==> src/design/mfpc_pkg.sv <==
// Shared types and constants for the motor fader position controller.
`default_nettype none

package mfpc_pkg;

    // Fixed field widths
    localparam int GAIN_BITS      = 16;
    localparam int TOL_BITS       = 12;
    localparam int ATTEMPT_BITS   = 8;
    localparam int LEVEL_BITS     = 13;
    localparam int STATUS_BITS    = 2;
    localparam int CFG_IDX_BITS   = 3;
    localparam int CFG_DATA_BITS  = 16;

    // Speed saturation magnitudes and level mapping
    localparam int SPEED_BITS     = 13;
    localparam int SPEED_POS_MAG  = 4095;
    localparam int SPEED_NEG_MAG  = 4096;
    localparam int LEVEL_BASE     = 2458;
    localparam int LEVEL_DIVISOR  = 5;
    localparam int DIV_NUM_BITS   = SPEED_BITS + 1;   // holds 2*|speed|
    localparam int DIV_REM_BITS   = 3;                // remainder 0..4

    // Move status codes
    localparam logic [STATUS_BITS-1:0] ST_IDLE    = 2'd0;
    localparam logic [STATUS_BITS-1:0] ST_MOVING  = 2'd1;
    localparam logic [STATUS_BITS-1:0] ST_REACHED = 2'd2;
    localparam logic [STATUS_BITS-1:0] ST_FAILED  = 2'd3;

    // Configuration register indexes
    localparam logic [CFG_IDX_BITS-1:0] CFG_MAX_POSITION = 3'd0;
    localparam logic [CFG_IDX_BITS-1:0] CFG_MIN_POSITION = 3'd1;
    localparam logic [CFG_IDX_BITS-1:0] CFG_TOLERANCE    = 3'd2;
    localparam logic [CFG_IDX_BITS-1:0] CFG_GAIN         = 3'd3;
    localparam logic [CFG_IDX_BITS-1:0] CFG_MAX_ATTEMPTS = 3'd4;

    typedef enum logic [3:0] {
        S_IDLE = 4'b0001,
        S_MUL  = 4'b0010,
        S_DIV  = 4'b0100,
        S_DONE = 4'b1000
    } t_state;

endpackage

`default_nettype wire

==> src/design/mfpc_if.sv <==
// Valid/ready channel interfaces for control ticks and drive results.
`default_nettype none

interface mfpc_in_if #(
    parameter int POSITION_BITS = 12
);
    logic                     valid;
    logic                     ready;
    logic                     start_move;
    logic [POSITION_BITS-1:0] setpoint;
    logic [POSITION_BITS-1:0] measured_position;

    modport source (output valid, output start_move, output setpoint,
                    output measured_position, input ready);
    modport sink   (input valid, input start_move, input setpoint,
                    input measured_position, output ready);
endinterface

interface mfpc_out_if;
    import mfpc_pkg::*;
    logic                   valid;
    logic                   ready;
    logic [LEVEL_BITS-1:0]  forward_level;
    logic [LEVEL_BITS-1:0]  reverse_level;
    logic [STATUS_BITS-1:0] move_status;

    modport source (output valid, output forward_level, output reverse_level,
                    output move_status, input ready);
    modport sink   (input valid, input forward_level, input reverse_level,
                    input move_status, output ready);
endinterface

`default_nettype wire

==> src/design/motor_fader_position_controller.sv <==
// Top level: proportional fader position controller with serial multiply and level divide.
//
//  channel   dir  handshake       payload
//  i_in      in   valid/ready     start_move, setpoint, measured_position
//  o_out     out  valid/ready     forward_level, reverse_level, move_status
//  i_cfg_*   in   write enable    i_cfg_index, i_cfg_data (no read-back)
//
// A tick that ends idle, reached or failed goes from the transfer directly to S_DONE.
// A drive tick runs through the transfer, the bit-serial gain multiply, a handoff,
// the serial divide by five, the collection of the level and the load of the output;
// a zero speed skips the divide.
// Reset is synchronous and active low; it restores register defaults and clears the move.
// One result register sits on the output; a new tick is taken while it waits,
// and a finished result waits in its last state until that register is free.
`default_nettype none

module motor_fader_position_controller #(
    parameter int POSITION_BITS  = 12,
    parameter int GAIN_FRAC_BITS = 12
) (
    input  wire logic                                 i_clk,
    input  wire logic                                 i_rst_n,
    mfpc_in_if.sink                                   i_in,
    mfpc_out_if.source                                o_out,
    input  wire logic                                 i_cfg_we,
    input  wire logic [mfpc_pkg::CFG_IDX_BITS-1:0]    i_cfg_index,
    input  wire logic [mfpc_pkg::CFG_DATA_BITS-1:0]   i_cfg_data
);
    import mfpc_pkg::*;

    localparam int P  = POSITION_BITS;
    localparam int PW = GAIN_BITS + P;
    localparam int CW = (P > TOL_BITS) ? P : TOL_BITS;

    // configuration
    logic [P-1:0]            r_max_position;
    logic [P-1:0]            r_min_position;
    logic [TOL_BITS-1:0]     r_tolerance;
    logic [GAIN_BITS-1:0]    r_gain;
    logic [ATTEMPT_BITS-1:0] r_max_attempts;

    // control state
    t_state                  r_state,  n_state;
    logic                    r_move_active, n_move_active;
    logic [ATTEMPT_BITS-1:0] r_attempt, n_attempt;
    logic                    r_neg, n_neg;
    logic [LEVEL_BITS-1:0]   r_res_fwd, n_res_fwd;
    logic [LEVEL_BITS-1:0]   r_res_rev, n_res_rev;
    logic [STATUS_BITS-1:0]  r_res_status, n_res_status;
    logic                    r_out_valid, n_out_valid;
    logic [LEVEL_BITS-1:0]   r_out_fwd;
    logic [LEVEL_BITS-1:0]   r_out_rev;
    logic [STATUS_BITS-1:0]  r_out_status;

    // datapath
    logic                    w_accept;
    logic                    w_active;
    logic [ATTEMPT_BITS-1:0] w_count;
    logic [P-1:0]            w_tgt;
    logic                    w_tgt_neg;
    logic [P-1:0]            w_mag;
    logic                    w_within;
    logic                    w_mul_start;
    logic                    w_mul_done;
    logic [PW-1:0]           w_prod;
    logic [PW-1:0]           w_shift;
    logic [PW-1:0]           w_cap;
    logic [SPEED_BITS-1:0]   w_speed;
    logic                    w_div_start;
    logic                    w_div_done;
    logic [DIV_NUM_BITS-1:0] w_quot;
    logic [LEVEL_BITS-1:0]   w_level;
    logic                    w_load;

    assign w_accept = i_in.valid && i_in.ready;
    assign i_in.ready = (r_state == S_IDLE);

    always_ff @(posedge i_clk) begin
        if (!i_rst_n) begin
            r_max_position <= P'(4095);
            r_min_position <= P'(21);
            r_tolerance    <= TOL_BITS'(10);
            r_gain         <= GAIN_BITS'(1638);
            r_max_attempts <= ATTEMPT_BITS'(200);
        end else if (i_cfg_we) begin
            case (i_cfg_index)
                CFG_MAX_POSITION: r_max_position <= i_cfg_data[P-1:0];
                CFG_MIN_POSITION: r_min_position <= i_cfg_data[P-1:0];
                CFG_TOLERANCE:    r_tolerance    <= i_cfg_data[TOL_BITS-1:0];
                CFG_GAIN:         r_gain         <= i_cfg_data[GAIN_BITS-1:0];
                CFG_MAX_ATTEMPTS: r_max_attempts <= i_cfg_data[ATTEMPT_BITS-1:0];
                default: ;
            endcase
        end
    end

    // clamp, error magnitude and tolerance check on the incoming tick
    always_comb begin
        w_active = i_in.start_move || r_move_active;
        w_count  = i_in.start_move ? '0 : r_attempt;
        if (i_in.setpoint > r_max_position) begin
            w_tgt = r_max_position;
        end else if (i_in.setpoint < r_min_position) begin
            w_tgt = r_min_position;
        end else begin
            w_tgt = i_in.setpoint;
        end
        w_tgt_neg = (w_tgt < i_in.measured_position);
        w_mag     = w_tgt_neg ? (i_in.measured_position - w_tgt)
                              : (w_tgt - i_in.measured_position);
        w_within  = (CW'(w_mag) <= CW'(r_tolerance));
    end

    // truncate toward zero on the magnitude, then saturate by sign
    always_comb begin
        w_shift = w_prod >> GAIN_FRAC_BITS;
        w_cap   = r_neg ? PW'(SPEED_NEG_MAG) : PW'(SPEED_POS_MAG);
        w_speed = (w_shift > w_cap) ? w_cap[SPEED_BITS-1:0] : w_shift[SPEED_BITS-1:0];
        w_level = LEVEL_BITS'(LEVEL_BASE) + w_quot[LEVEL_BITS-1:0];
    end

    assign w_load = (r_state == S_DONE) && (!r_out_valid || o_out.ready);

    always_comb begin
        n_state       = r_state;
        n_move_active = r_move_active;
        n_attempt     = r_attempt;
        n_neg         = r_neg;
        n_res_fwd     = r_res_fwd;
        n_res_rev     = r_res_rev;
        n_res_status  = r_res_status;
        w_mul_start   = 1'b0;
        w_div_start   = 1'b0;
        case (r_state)
            S_IDLE: begin
                if (w_accept) begin
                    n_move_active = w_active;
                    n_attempt     = w_count;
                    n_res_fwd     = '0;
                    n_res_rev     = '0;
                    n_neg         = w_tgt_neg;
                    n_state       = S_DONE;
                    if (!w_active) begin
                        n_res_status = ST_IDLE;
                    end else if (w_count >= r_max_attempts) begin
                        n_move_active = 1'b0;
                        n_res_status  = ST_FAILED;
                    end else if (w_within) begin
                        n_move_active = 1'b0;
                        n_res_status  = ST_REACHED;
                    end else begin
                        n_attempt    = w_count + 1'b1;
                        n_res_status = ST_MOVING;
                        w_mul_start  = 1'b1;
                        n_state      = S_MUL;
                    end
                end
            end
            S_MUL: begin
                if (w_mul_done) begin
                    if (w_speed == '0) begin
                        n_state = S_DONE;
                    end else begin
                        w_div_start = 1'b1;
                        n_state     = S_DIV;
                    end
                end
            end
            S_DIV: begin
                if (w_div_done) begin
                    n_res_fwd = r_neg ? '0 : w_level;
                    n_res_rev = r_neg ? w_level : '0;
                    n_state   = S_DONE;
                end
            end
            S_DONE: begin
                if (w_load) begin
                    n_state = S_IDLE;
                end
            end
            default: n_state = S_IDLE;
        endcase
        n_out_valid = w_load ? 1'b1 : (o_out.ready ? 1'b0 : r_out_valid);
    end

    always_ff @(posedge i_clk) begin
        r_neg        <= n_neg;
        r_res_fwd    <= n_res_fwd;
        r_res_rev    <= n_res_rev;
        r_res_status <= n_res_status;
        if (w_load) begin
            r_out_fwd    <= r_res_fwd;
            r_out_rev    <= r_res_rev;
            r_out_status <= r_res_status;
        end
        if (!i_rst_n) begin
            r_state       <= S_IDLE;
            r_move_active <= 1'b0;
            r_attempt     <= '0;
            r_out_valid   <= 1'b0;
        end else begin
            r_state       <= n_state;
            r_move_active <= n_move_active;
            r_attempt     <= n_attempt;
            r_out_valid   <= n_out_valid;
        end
    end

    mfpc_serial_mul #(
        .MAG_BITS (P)
    ) u_mul (
        .i_clk   (i_clk),
        .i_rst_n (i_rst_n),
        .i_start (w_mul_start),
        .i_gain  (r_gain),
        .i_mag   (w_mag),
        .o_done  (w_mul_done),
        .o_prod  (w_prod)
    );

    mfpc_div5 u_div (
        .i_clk   (i_clk),
        .i_rst_n (i_rst_n),
        .i_start (w_div_start),
        .i_num   ({w_speed, 1'b0}),
        .o_done  (w_div_done),
        .o_quot  (w_quot)
    );

    assign o_out.valid         = r_out_valid;
    assign o_out.forward_level = r_out_fwd;
    assign o_out.reverse_level = r_out_rev;
    assign o_out.move_status   = r_out_status;

    a_mul_done_in_mul: assert property (@(posedge i_clk) disable iff (!i_rst_n)
        w_mul_done |-> (r_state == S_MUL))
        else $error("multiplier finished outside the multiply phase");

    a_div_done_in_div: assert property (@(posedge i_clk) disable iff (!i_rst_n)
        w_div_done |-> (r_state == S_DIV))
        else $error("divider finished outside the divide phase");

    a_drive_only_moving: assert property (@(posedge i_clk) disable iff (!i_rst_n)
        (r_out_valid && (r_out_fwd != '0 || r_out_rev != '0))
            |-> (r_out_status == ST_MOVING && (r_out_fwd == '0 || r_out_rev == '0)))
        else $error("drive level without a moving status or on both sides");

    a_end_clears_move: assert property (@(posedge i_clk) disable iff (!i_rst_n)
        (r_state == S_DONE && (r_res_status == ST_REACHED || r_res_status == ST_FAILED))
            |-> !r_move_active)
        else $error("move still active after reached or failed result");

endmodule

`default_nettype wire

==> src/design/mfpc_serial_mul.sv <==
// Shift-add multiplier: one gain bit per cycle, narrow adder on the error magnitude.
`default_nettype none

module mfpc_serial_mul #(
    parameter int MAG_BITS = 12
) (
    input  wire logic                                       i_clk,
    input  wire logic                                       i_rst_n,
    input  wire logic                                       i_start,
    input  wire logic [mfpc_pkg::GAIN_BITS-1:0]             i_gain,
    input  wire logic [MAG_BITS-1:0]                        i_mag,
    output logic                                            o_done,
    output logic [mfpc_pkg::GAIN_BITS+MAG_BITS-1:0]         o_prod
);
    import mfpc_pkg::*;

    localparam int PW = GAIN_BITS + MAG_BITS;
    localparam int CW = $clog2(GAIN_BITS);

    logic [PW-1:0]       r_acc,  n_acc;
    logic [MAG_BITS-1:0] r_mag,  n_mag;
    logic [CW-1:0]       r_cnt,  n_cnt;
    logic                r_busy, n_busy;
    logic                r_done, n_done;
    logic [MAG_BITS:0]   w_sum;

    // high part accumulates the multiplicand, low part holds the remaining gain bits
    always_comb begin
        w_sum  = {1'b0, r_acc[PW-1:GAIN_BITS]} + (r_acc[0] ? {1'b0, r_mag} : '0);
        n_acc  = r_acc;
        n_mag  = r_mag;
        n_cnt  = r_cnt;
        n_busy = r_busy;
        n_done = 1'b0;
        if (i_start) begin
            n_acc  = {{MAG_BITS{1'b0}}, i_gain};
            n_mag  = i_mag;
            n_cnt  = '0;
            n_busy = 1'b1;
        end else if (r_busy) begin
            n_acc = {w_sum, r_acc[GAIN_BITS-1:1]};
            n_cnt = r_cnt + 1'b1;
            if (r_cnt == CW'(GAIN_BITS - 1)) begin
                n_busy = 1'b0;
                n_done = 1'b1;
            end
        end
    end

    always_ff @(posedge i_clk) begin
        r_acc <= n_acc;
        r_mag <= n_mag;
        r_cnt <= n_cnt;
        if (!i_rst_n) begin
            r_busy <= 1'b0;
            r_done <= 1'b0;
        end else begin
            r_busy <= n_busy;
            r_done <= n_done;
        end
    end

    assign o_done = r_done;
    assign o_prod = r_acc;

endmodule

`default_nettype wire

==> src/design/mfpc_div5.sv <==
// Restoring divider by a constant five, one quotient bit per cycle.
`default_nettype none

module mfpc_div5 (
    input  wire logic                              i_clk,
    input  wire logic                              i_rst_n,
    input  wire logic                              i_start,
    input  wire logic [mfpc_pkg::DIV_NUM_BITS-1:0] i_num,
    output logic                                   o_done,
    output logic [mfpc_pkg::DIV_NUM_BITS-1:0]      o_quot
);
    import mfpc_pkg::*;

    localparam int CW = $clog2(DIV_NUM_BITS);

    logic [DIV_NUM_BITS-1:0] r_num,  n_num;
    logic [DIV_REM_BITS-1:0] r_rem,  n_rem;
    logic [CW-1:0]           r_cnt,  n_cnt;
    logic                    r_busy, n_busy;
    logic                    r_done, n_done;
    logic [DIV_REM_BITS:0]   w_trial;
    logic                    w_qbit;

    // dividend shifts out MSB first, quotient bits shift in at the LSB
    always_comb begin
        w_trial = {r_rem, r_num[DIV_NUM_BITS-1]};
        w_qbit  = (w_trial >= (DIV_REM_BITS+1)'(LEVEL_DIVISOR));
        n_num   = r_num;
        n_rem   = r_rem;
        n_cnt   = r_cnt;
        n_busy  = r_busy;
        n_done  = 1'b0;
        if (i_start) begin
            n_num  = i_num;
            n_rem  = '0;
            n_cnt  = '0;
            n_busy = 1'b1;
        end else if (r_busy) begin
            n_num = {r_num[DIV_NUM_BITS-2:0], w_qbit};
            n_rem = w_qbit ? DIV_REM_BITS'(w_trial - (DIV_REM_BITS+1)'(LEVEL_DIVISOR))
                           : w_trial[DIV_REM_BITS-1:0];
            n_cnt = r_cnt + 1'b1;
            if (r_cnt == CW'(DIV_NUM_BITS - 1)) begin
                n_busy = 1'b0;
                n_done = 1'b1;
            end
        end
    end

    always_ff @(posedge i_clk) begin
        r_num <= n_num;
        r_rem <= n_rem;
        r_cnt <= n_cnt;
        if (!i_rst_n) begin
            r_busy <= 1'b0;
            r_done <= 1'b0;
        end else begin
            r_busy <= n_busy;
            r_done <= n_done;
        end
    end

    assign o_done = r_done;
    assign o_quot = r_num;

endmodule

`default_nettype wire
==> src/flat_wrapper.sv <==
// flat-port wrapper written by rule: the top's interface ports become plain ports
module motor_fader_position_controller_flat import mfpc_pkg::*;
#(
    parameter int POSITION_BITS  = 12,
    parameter int GAIN_FRAC_BITS = 12
)
  (i_clk, i_rst_n, i_cfg_we, i_cfg_index, i_cfg_data, i_in_valid, i_in_start_move, i_in_setpoint, i_in_measured_position, i_in_ready, o_out_valid, o_out_forward_level, o_out_reverse_level, o_out_move_status, o_out_ready);
  mfpc_in_if #(.POSITION_BITS(POSITION_BITS)) i_in_i ();
  mfpc_out_if o_out_i ();
  input  wire logic i_clk;
  input  wire logic i_rst_n;
  input  wire logic i_cfg_we;
  input  wire logic [mfpc_pkg::CFG_IDX_BITS-1:0] i_cfg_index;
  input  wire logic [mfpc_pkg::CFG_DATA_BITS-1:0] i_cfg_data;
  input wire logic [$bits(i_in_i.valid)-1:0] i_in_valid;
  input wire logic [$bits(i_in_i.start_move)-1:0] i_in_start_move;
  input wire logic [$bits(i_in_i.setpoint)-1:0] i_in_setpoint;
  input wire logic [$bits(i_in_i.measured_position)-1:0] i_in_measured_position;
  output wire logic [$bits(i_in_i.ready)-1:0] i_in_ready;
  output wire logic [$bits(o_out_i.valid)-1:0] o_out_valid;
  output wire logic [$bits(o_out_i.forward_level)-1:0] o_out_forward_level;
  output wire logic [$bits(o_out_i.reverse_level)-1:0] o_out_reverse_level;
  output wire logic [$bits(o_out_i.move_status)-1:0] o_out_move_status;
  input wire logic [$bits(o_out_i.ready)-1:0] o_out_ready;
  assign i_in_i.valid = i_in_valid;
  assign i_in_i.start_move = i_in_start_move;
  assign i_in_i.setpoint = i_in_setpoint;
  assign i_in_i.measured_position = i_in_measured_position;
  assign i_in_ready = i_in_i.ready;
  assign o_out_valid = o_out_i.valid;
  assign o_out_forward_level = o_out_i.forward_level;
  assign o_out_reverse_level = o_out_i.reverse_level;
  assign o_out_move_status = o_out_i.move_status;
  assign o_out_i.ready = o_out_ready;
  motor_fader_position_controller #(.POSITION_BITS(POSITION_BITS), .GAIN_FRAC_BITS(GAIN_FRAC_BITS)) u_core (.i_clk(i_clk), .i_rst_n(i_rst_n), .i_in(i_in_i), .o_out(o_out_i), .i_cfg_we(i_cfg_we), .i_cfg_index(i_cfg_index), .i_cfg_data(i_cfg_data));
endmodule
==> config.mk <==
export PLATFORM = sky130hd
export DESIGN_NAME = motor_fader_position_controller_flat
export DESIGN_NICKNAME = d
export VERILOG_FILES = /design/src/design/mfpc_pkg.sv /design/src/design/mfpc_if.sv /design/src/design/motor_fader_position_controller.sv /design/src/design/mfpc_serial_mul.sv /design/src/design/mfpc_div5.sv /design/src/flat_wrapper.sv
export SDC_FILE = /design/constraint.sdc
export NUM_CORES = 1
export LEC_CHECK = 0
export ABC_AREA = 1
export BUFFER_PORTS_ARGS = -buffer_cell sky130_fd_sc_hd__buf_2
export CAP_MARGIN = 20
export CORE_MARGIN = 3
export CORE_UTILIZATION = 60
export DETAILED_ROUTE_END_ITERATION = 12
export PLACE_DENSITY = 0.79
export REMOVE_ABC_BUFFERS = 1
export SLEW_MARGIN = 10
export SYNTH_ARGS = -nofsm -noshare
export SYNTH_HDL_FRONTEND = slang
export SYNTH_SLANG_ARGS = --single-unit
export TNS_END_PERCENT = 100
==> constraint.sdc <==
create_clock -name i_clk -period 6 [get_ports i_clk]
set_input_delay 0.6 -clock i_clk [delete_from_list [all_inputs] [get_ports i_clk]]
set_output_delay 0.6 -clock i_clk [all_outputs]
set_load 0.01 [all_outputs]
* Word-level counts from Yosys, hierarchy flattened
Cells that the tools add are included.
** Storage, ports and cells
- Register bits after elaboration :: 200
- Bits of input ports :: 49
- Output and inout bits :: 30
- Logic and storage cells :: 132
** Cells by class
- Add/sub/neg operators :: 8
- Order comparisons :: 7
- Equal/unequal tests :: 14
- Mux-type cells :: 51
- Bitwise logic cells :: 3
- Reductions and logical operators :: 21
** Operators by type and width (number)
- $mux W13 :: 7
- $pmux W13 S2 :: 2
- $mux W12 :: 4
- $mux W16 :: 2
- $mux W4 :: 8
- $mux W8 :: 4
- $mux W14 :: 2
- $lt A12 B12 Y1 :: 2
- $sub A12 B12 Y12 :: 2
- $mux W1 :: 18
- $gt A16 B13 Y1 :: 1
- $pmux W4 S4 :: 1
- $add A12 B12 Y13 :: 1
- $add A12 B13 Y13 const A :: 1
- $logic_not A13 Y1 :: 1
- $eq A4 B4 Y1 const B :: 3
- $gt A12 B12 Y1 :: 1
- $le A12 B12 Y1 :: 1
- $reduce_and A2 Y1 :: 6
- $add A4 B1 Y4 const B :: 2
- $add A8 B1 Y8 const B :: 1
- $ge A8 B8 Y1 :: 1
- $reduce_bool A2 Y1 :: 4
- $eq A3 B2 Y1 const B :: 2
- other kinds (19) :: 27

* Logic depth before layout (Yosys ltp)
- Depth in word-level cells :: 12
- Depth in mapped cells :: 38
- Gate-level depth less buffers :: 38

* Cells and area by module
From an unflattened synthesis, not the netlist that was laid out.
** Second synthesis, totals
- Cell total of the unflattened synthesis :: 1390
- Area total of the unflattened synthesis :: 11244.5 um2
** Modules (own cells, without submodules)
- motor_fader_position_controller :: times used 1, cells an instance 974, area each 7822.5 um2, seq. area each 3193.1 um2
- mfpc_serial_mul :: times used 1, cells an instance 298, area each 2387.3 um2, seq. area each 1201.2 um2
- mfpc_div5 :: times used 1, cells an instance 118, area each 1034.7 um2, seq. area each 600.6 um2

* Worst setup path after synthesis
No wires, ideal clock.
- Kind :: input port to flip-flop
- From :: input i_in_setpoint[3]
- To :: register u_core.u_mul.r_acc[24], in the netlist u_core.u_mul.o_prod[24]
- Setup time :: 0.117 ns
- Arrival time :: 5.415 ns
- Data required time :: 5.883 ns
- Path slack :: 0.468 ns
- Cell stages on the path :: 32
- Buffers on the path :: 1
- Cells stage by stage :: ha_1 a21oi_1 o21ai_0 a21oi_1 o211ai_1 o21ai_1 clkbuf_1 o211ai_1 o21ai_0 inv_1 ha_1 fa_1 o21bai_1 nand3_1 nand3_1 o21ai_0 nand2_1 nand2_1 a21oi_1 xor2_1 inv_1 ha_1 nand2_1 o21a_1 nand3_1 nand2_1 nor3_2 nand2_1 nand2_1 nor2_1 a41oi_1 inv_1
** Between the ends
- Cells in the longest elaborated chain, start to end :: 11
- Elaborated cells between the ends (all ways) :: 14
- Those cells by class :: add/sub (2); order compare (4); mux (8)
** RTL lines
- start, declared :: line flat_wrapper.sv:17 : input wire logic [$bits(i_in_i.setpoint)-1:0] i_in_setpoint;
- $lt A12 B12 Y1 :: line motor_fader_position_controller.sv:103 : end else if (i_in.setpoint < r_min_position) begin
- $mux W12 :: line motor_fader_position_controller.sv:103
- $mux W12 * :: line motor_fader_position_controller.sv:101 : if (i_in.setpoint > r_max_position) begin
- $sub A12 B12 Y12, or another cell as far along :: line motor_fader_position_controller.sv:110 : : (w_tgt - i_in.measured_position);
- $mux W12 * :: line motor_fader_position_controller.sv:109 : w_mag = w_tgt_neg ? (i_in.measured_position - w_tgt)
- via u_core.u_mul.i_mag[10] :: line mfpc_serial_mul.sv:11 : input wire logic [MAG_BITS-1:0] i_mag,
- $le A12 B12 Y1 * :: line motor_fader_position_controller.sv:111 : w_within = (CW'(w_mag) <= CW'(r_tolerance));
- $mux W1 * :: line motor_fader_position_controller.sv:148 : end else if (w_within) begin
- $mux W1 * :: line motor_fader_position_controller.sv:145 : end else if (w_count >= r_max_attempts) begin
- $mux W1 * :: line motor_fader_position_controller.sv:143 : if (!w_active) begin
- $mux W1 * :: line motor_fader_position_controller.sv:136 : if (w_accept) begin
- $mux W1 * :: line motor_fader_position_controller.sv:134 : case (r_state)
- end signal, assigned :: line mfpc_serial_mul.sv:51 : r_acc <= n_acc;
- end, declared :: line mfpc_serial_mul.sv:20 : logic [PW-1:0] r_acc, n_acc;
The timed path passes the listed nets; every way through them passes the cells marked *.
A chain may end at the register's enable or synchronous reset.

* Worst setup path after layout
- From :: register u_core.r_max_position[11]
- To :: register u_core.u_mul.r_acc[24], in the netlist u_core.u_mul.o_prod[24]
** Between the ends
- Cells in the longest elaborated chain, start to end :: 10
- Elaborated cells between the ends (all ways) :: 12
- Those cells by class :: add/sub (2); order compare (3); mux (7)
** RTL lines
- start, declared :: line motor_fader_position_controller.sv:36 : logic [P-1:0] r_max_position;
- start signal, assigned :: line motor_fader_position_controller.sv:87 : CFG_MAX_POSITION: r_max_position <= i_cfg_data[P-1:0];
- $gt A12 B12 Y1 :: line motor_fader_position_controller.sv:101
- $mux W12 * :: line motor_fader_position_controller.sv:101
- $lt A12 B12 Y1 * :: line motor_fader_position_controller.sv:108 : w_tgt_neg = (w_tgt < i_in.measured_position);
- via u_core.w_tgt_neg :: line motor_fader_position_controller.sv:60 : logic w_tgt_neg;
- $mux W12 * :: line motor_fader_position_controller.sv:109
- via u_core.u_mul.i_mag[7] :: line mfpc_serial_mul.sv:11
- $le A12 B12 Y1 * :: line motor_fader_position_controller.sv:111
- $mux W1 * :: line motor_fader_position_controller.sv:148
- $mux W1 * :: line motor_fader_position_controller.sv:145
- $mux W1 * :: line motor_fader_position_controller.sv:143
- $mux W1 * :: line motor_fader_position_controller.sv:136
- $mux W1 * :: line motor_fader_position_controller.sv:134
Marked as above.

==> results.cfg <==
[routing]
routed_wl_microns = 24470
via_per_inst = 5.475
ant_nets = 0
initialDrtViolationCount = 619
drt_pass1_iterations = 6
drc = 0
wl_per_cell_microns = 14.89
vias = 8995

[min_path]
hp-start = i_in_valid
hold_end = u_core.r_state[0]
whs_path_depth = 2
hold_class = in2reg

[yosys]
yosys_warnings = 0
synth_common_cells = 258 x nand2_1, 213 x inv_1, 104 x a21oi_1
syn_inst = 1320
ys_ff_latch = 200
yosysTopAreaCellShare_pct = 26.58
synth_top_area_cell = edfxtp_1
ys_types = 42
yosysMostFrequentCell = nand2_1
synth_area_sq_um = 11070
synth_seq_area_share_pct = 45.03
synth_edf_count = 98
ys.flop_type = dfxtp_1
synth_area_leaders = edfxtp_1 27%, dfxtp_1 18%, ha_1 11%, nand2_1 8.7%, inv_1 7.2%
ys_async_sr_fraction_pct = 0
syn_area_per_cell_sq_um = 8.387

[placement]
placed_cell_area_sq_um = 11740
port-buffer-count = 78
dp.cells = 1608
post-dp-hpwl_microns = 18130
place_congestion = 0.9317

[floorplan]
core_area_sq_um = 18020
rows = 49
io_pins = 79
die_h_microns = 141.8
die_w_microns = 141.8
start_util_pct = 61.42
die_area_sq_um = 20120

[global_routing]
grt_pass1_wl_microns = 40250
grt_antenna_before_repair = 0
grt_usage_pct = 24.63
grt_overflow = 0
grt_max_degree = 68
grt_pass1_vias = 8600

[timing]
final.min_clock_period_ns = 5.336
final-setup-viol-count = 0
final_max_slew_viol_count = 0
fin_worst_skew_ns = 0.01385
tightest_slew_ns = 0.9503
relSlewSlack_pct = 36.56
post-route-period-util_pct = 88.94
hold_violations = 0
fmax_mhz = 187.4
tns_ns = 0

[setup_path]
crit_path_start_kind = flip-flop
cpMostUsedCell = nand2_1
max_stage_delay_ns = 0.34
crit_fanout = 24
r2r_slack_ns = 0.66
r2r-start = u_core.r_max_position[11]
r2r.worst_path.cells = 36
rr_endpoint = u_core.u_mul.o_prod[24]
cp.arrival_ns = 5.67
slowest_stage = dfxtp_1
required_ns = 6.34
endpoint_kind = flip-flop
worstSetupPathType = reg2reg

[final_layout]
diodes = 0
drive_above_1_share_pct = 12.02
areaGrowthSynthToFinish_pct = 12.32
nNetsFinal = 1552
fin_area_sq_um = 12430
final-instance-count-excl-fill = 1643

[clock_network]
numClockSinks = 200
root_buffer = clkbuf_16
numCtsBuffers = 17
cts_tree = yes
clk_latency_ns = 0.44
clockBufferDepth = 2
htreeDepth = 4
path_clk_slew_ns = 0.08

[power]
irDropWorstVdd_v = 0.0002634
p_per_area_nw_per_um2 = 361.8
total_power_mw = 4.499
leakage_nw = 5.876

[run_status]
status = completed

[job]
cap_violations = 0
## cells by family (layout without fill, tap and decap cells)
logic type / count (synthesis) / count (layout) / synth area share, %
xor gates and xnor gates: 33 / 33 / 2.611
adders and majority gates: 102 / 102 / 11.73
DFF: 200 / 200 / 45.03
and+or+nand+nor: 442 / 442 / 16.73
buffers and inverters: 258 / 352 / 9.143
AOI/OAI and AO/OA: 281 / 281 / 14.40
muxes: 4 / 4 / 0.3617
## state kept, by name (all words and copies together) (netlist names), 13 cells and up
| name | cells |
|---|---|
| u_core.o_out.forward_level | 13 |
| u_core.o_out.reverse_level | 13 |
| u_core.r_gain | 16 |
| u_core.r_res_fwd | 13 |
| u_core.r_res_rev | 13 |
| u_core.u_div.o_quot | 14 |
| u_core.u_mul.o_prod | 28 |
## stage by stage
stage	util (%)	setup WS [ns]	hold slack, ns
2_1_floorplan	-	-0.7947	0.4003
3_3_place_gp	65.13	0.1884	0.4025
3_5_place_dp	65.13	0.07572	0.4045
4_1_cts	68.69	0.3845	0.4115
5_1_grt	68.99	-0.02105	0.4034
6_report	68.99	0.6635	0.4110
## where the power goes
part	internal (mW)	total (mW)	switching [mW]
clock	0.615	1.21	0.599
combinational	0.536	1.43	0.895
sequential	1.71	1.85	0.143
## worst max-delay path: cells and delay by family, from the launching register on
family | cells | cell delay (ns)
simple gates | 13 | 1.41
buf+inv | 9 | 1.11
xor+xnor | 1 | 0.14
fa+ha+maj | 3 | 0.94
flops | 1 | 0.34
compound gates | 10 | 1.27
## worst max path at each step
stage	startpoint	to	slack, ns	depth (start not counted)
floorplan	i_in_setpoint[11]	u_core.r_attempt[7]	-0.79	32
global placement	i_in_setpoint[1]	u_core.u_mul.o_prod[22]	0.19	34
detailed placement	i_in_setpoint[3]	u_core.u_mul.o_prod[18]	0.08	33
CTS	u_core.r_max_position[11]	u_core.u_mul.o_prod[19]	0.38	32
global route	u_core.r_max_position[11]	u_core.r_attempt[7]	-0.02	36
finish	u_core.r_max_position[11]	u_core.u_mul.o_prod[24]	0.66	36
## placed cells by master, fill, tap and decap left out, drive strengths merged, types with 2 or more instances in the layout
cell type / Yosys / final
a21o: 4 / 4
a21oi: 104 / 104
a221oi: 2 / 2
a31oi: 12 / 12
buf: 11 / 101
clkbuf: 28 / 17
clkinv: 1 / 8
dfxtp: 102 / 102
edfxtp: 98 / 98
fa: 3 / 3
ha: 99 / 99
inv: 218 / 225
mux2i: 4 / 4
nand2: 263 / 263
nand3: 52 / 52
nand4: 10 / 10
nor2: 87 / 87
nor3: 22 / 22
o211ai: 44 / 44
o21a: 4 / 4
o21ai: 103 / 103
o21bai: 3 / 3
or2: 7 / 7
xnor2: 12 / 12
xor2: 21 / 21
## metal layers
metal,up-vias,GRT usage [%],wire length (microns)
li1,4552,-,-
met4,0,10.10,790
met5,-,0,0
met2,281,43.21,12200
met1,4100,30.03,10230
met3,62,4.213,1246
## final cells by class
class | instances | area, sq um
Tap cell | 229 | 286.5
Multi-Input combinational cell | 862 | 5110
Sequential cell | 200 | 4985
Fill cell | 1385 | 5590
Clock buffer | 17 | 425.4
Timing Repair Buffer | 101 | 588.1
Inverter | 219 | 824.5
Clock inverter | 15 | 215.2
## what timing repair did
action / 4_1_cts / 5_1_grt
gates resized for setup: 0 / 14
hold buffers: 0 / 0
setup buffers: 0 / 3
setup endpoints to repair: 0 / 73
Power figures use the tool's default switching activity.
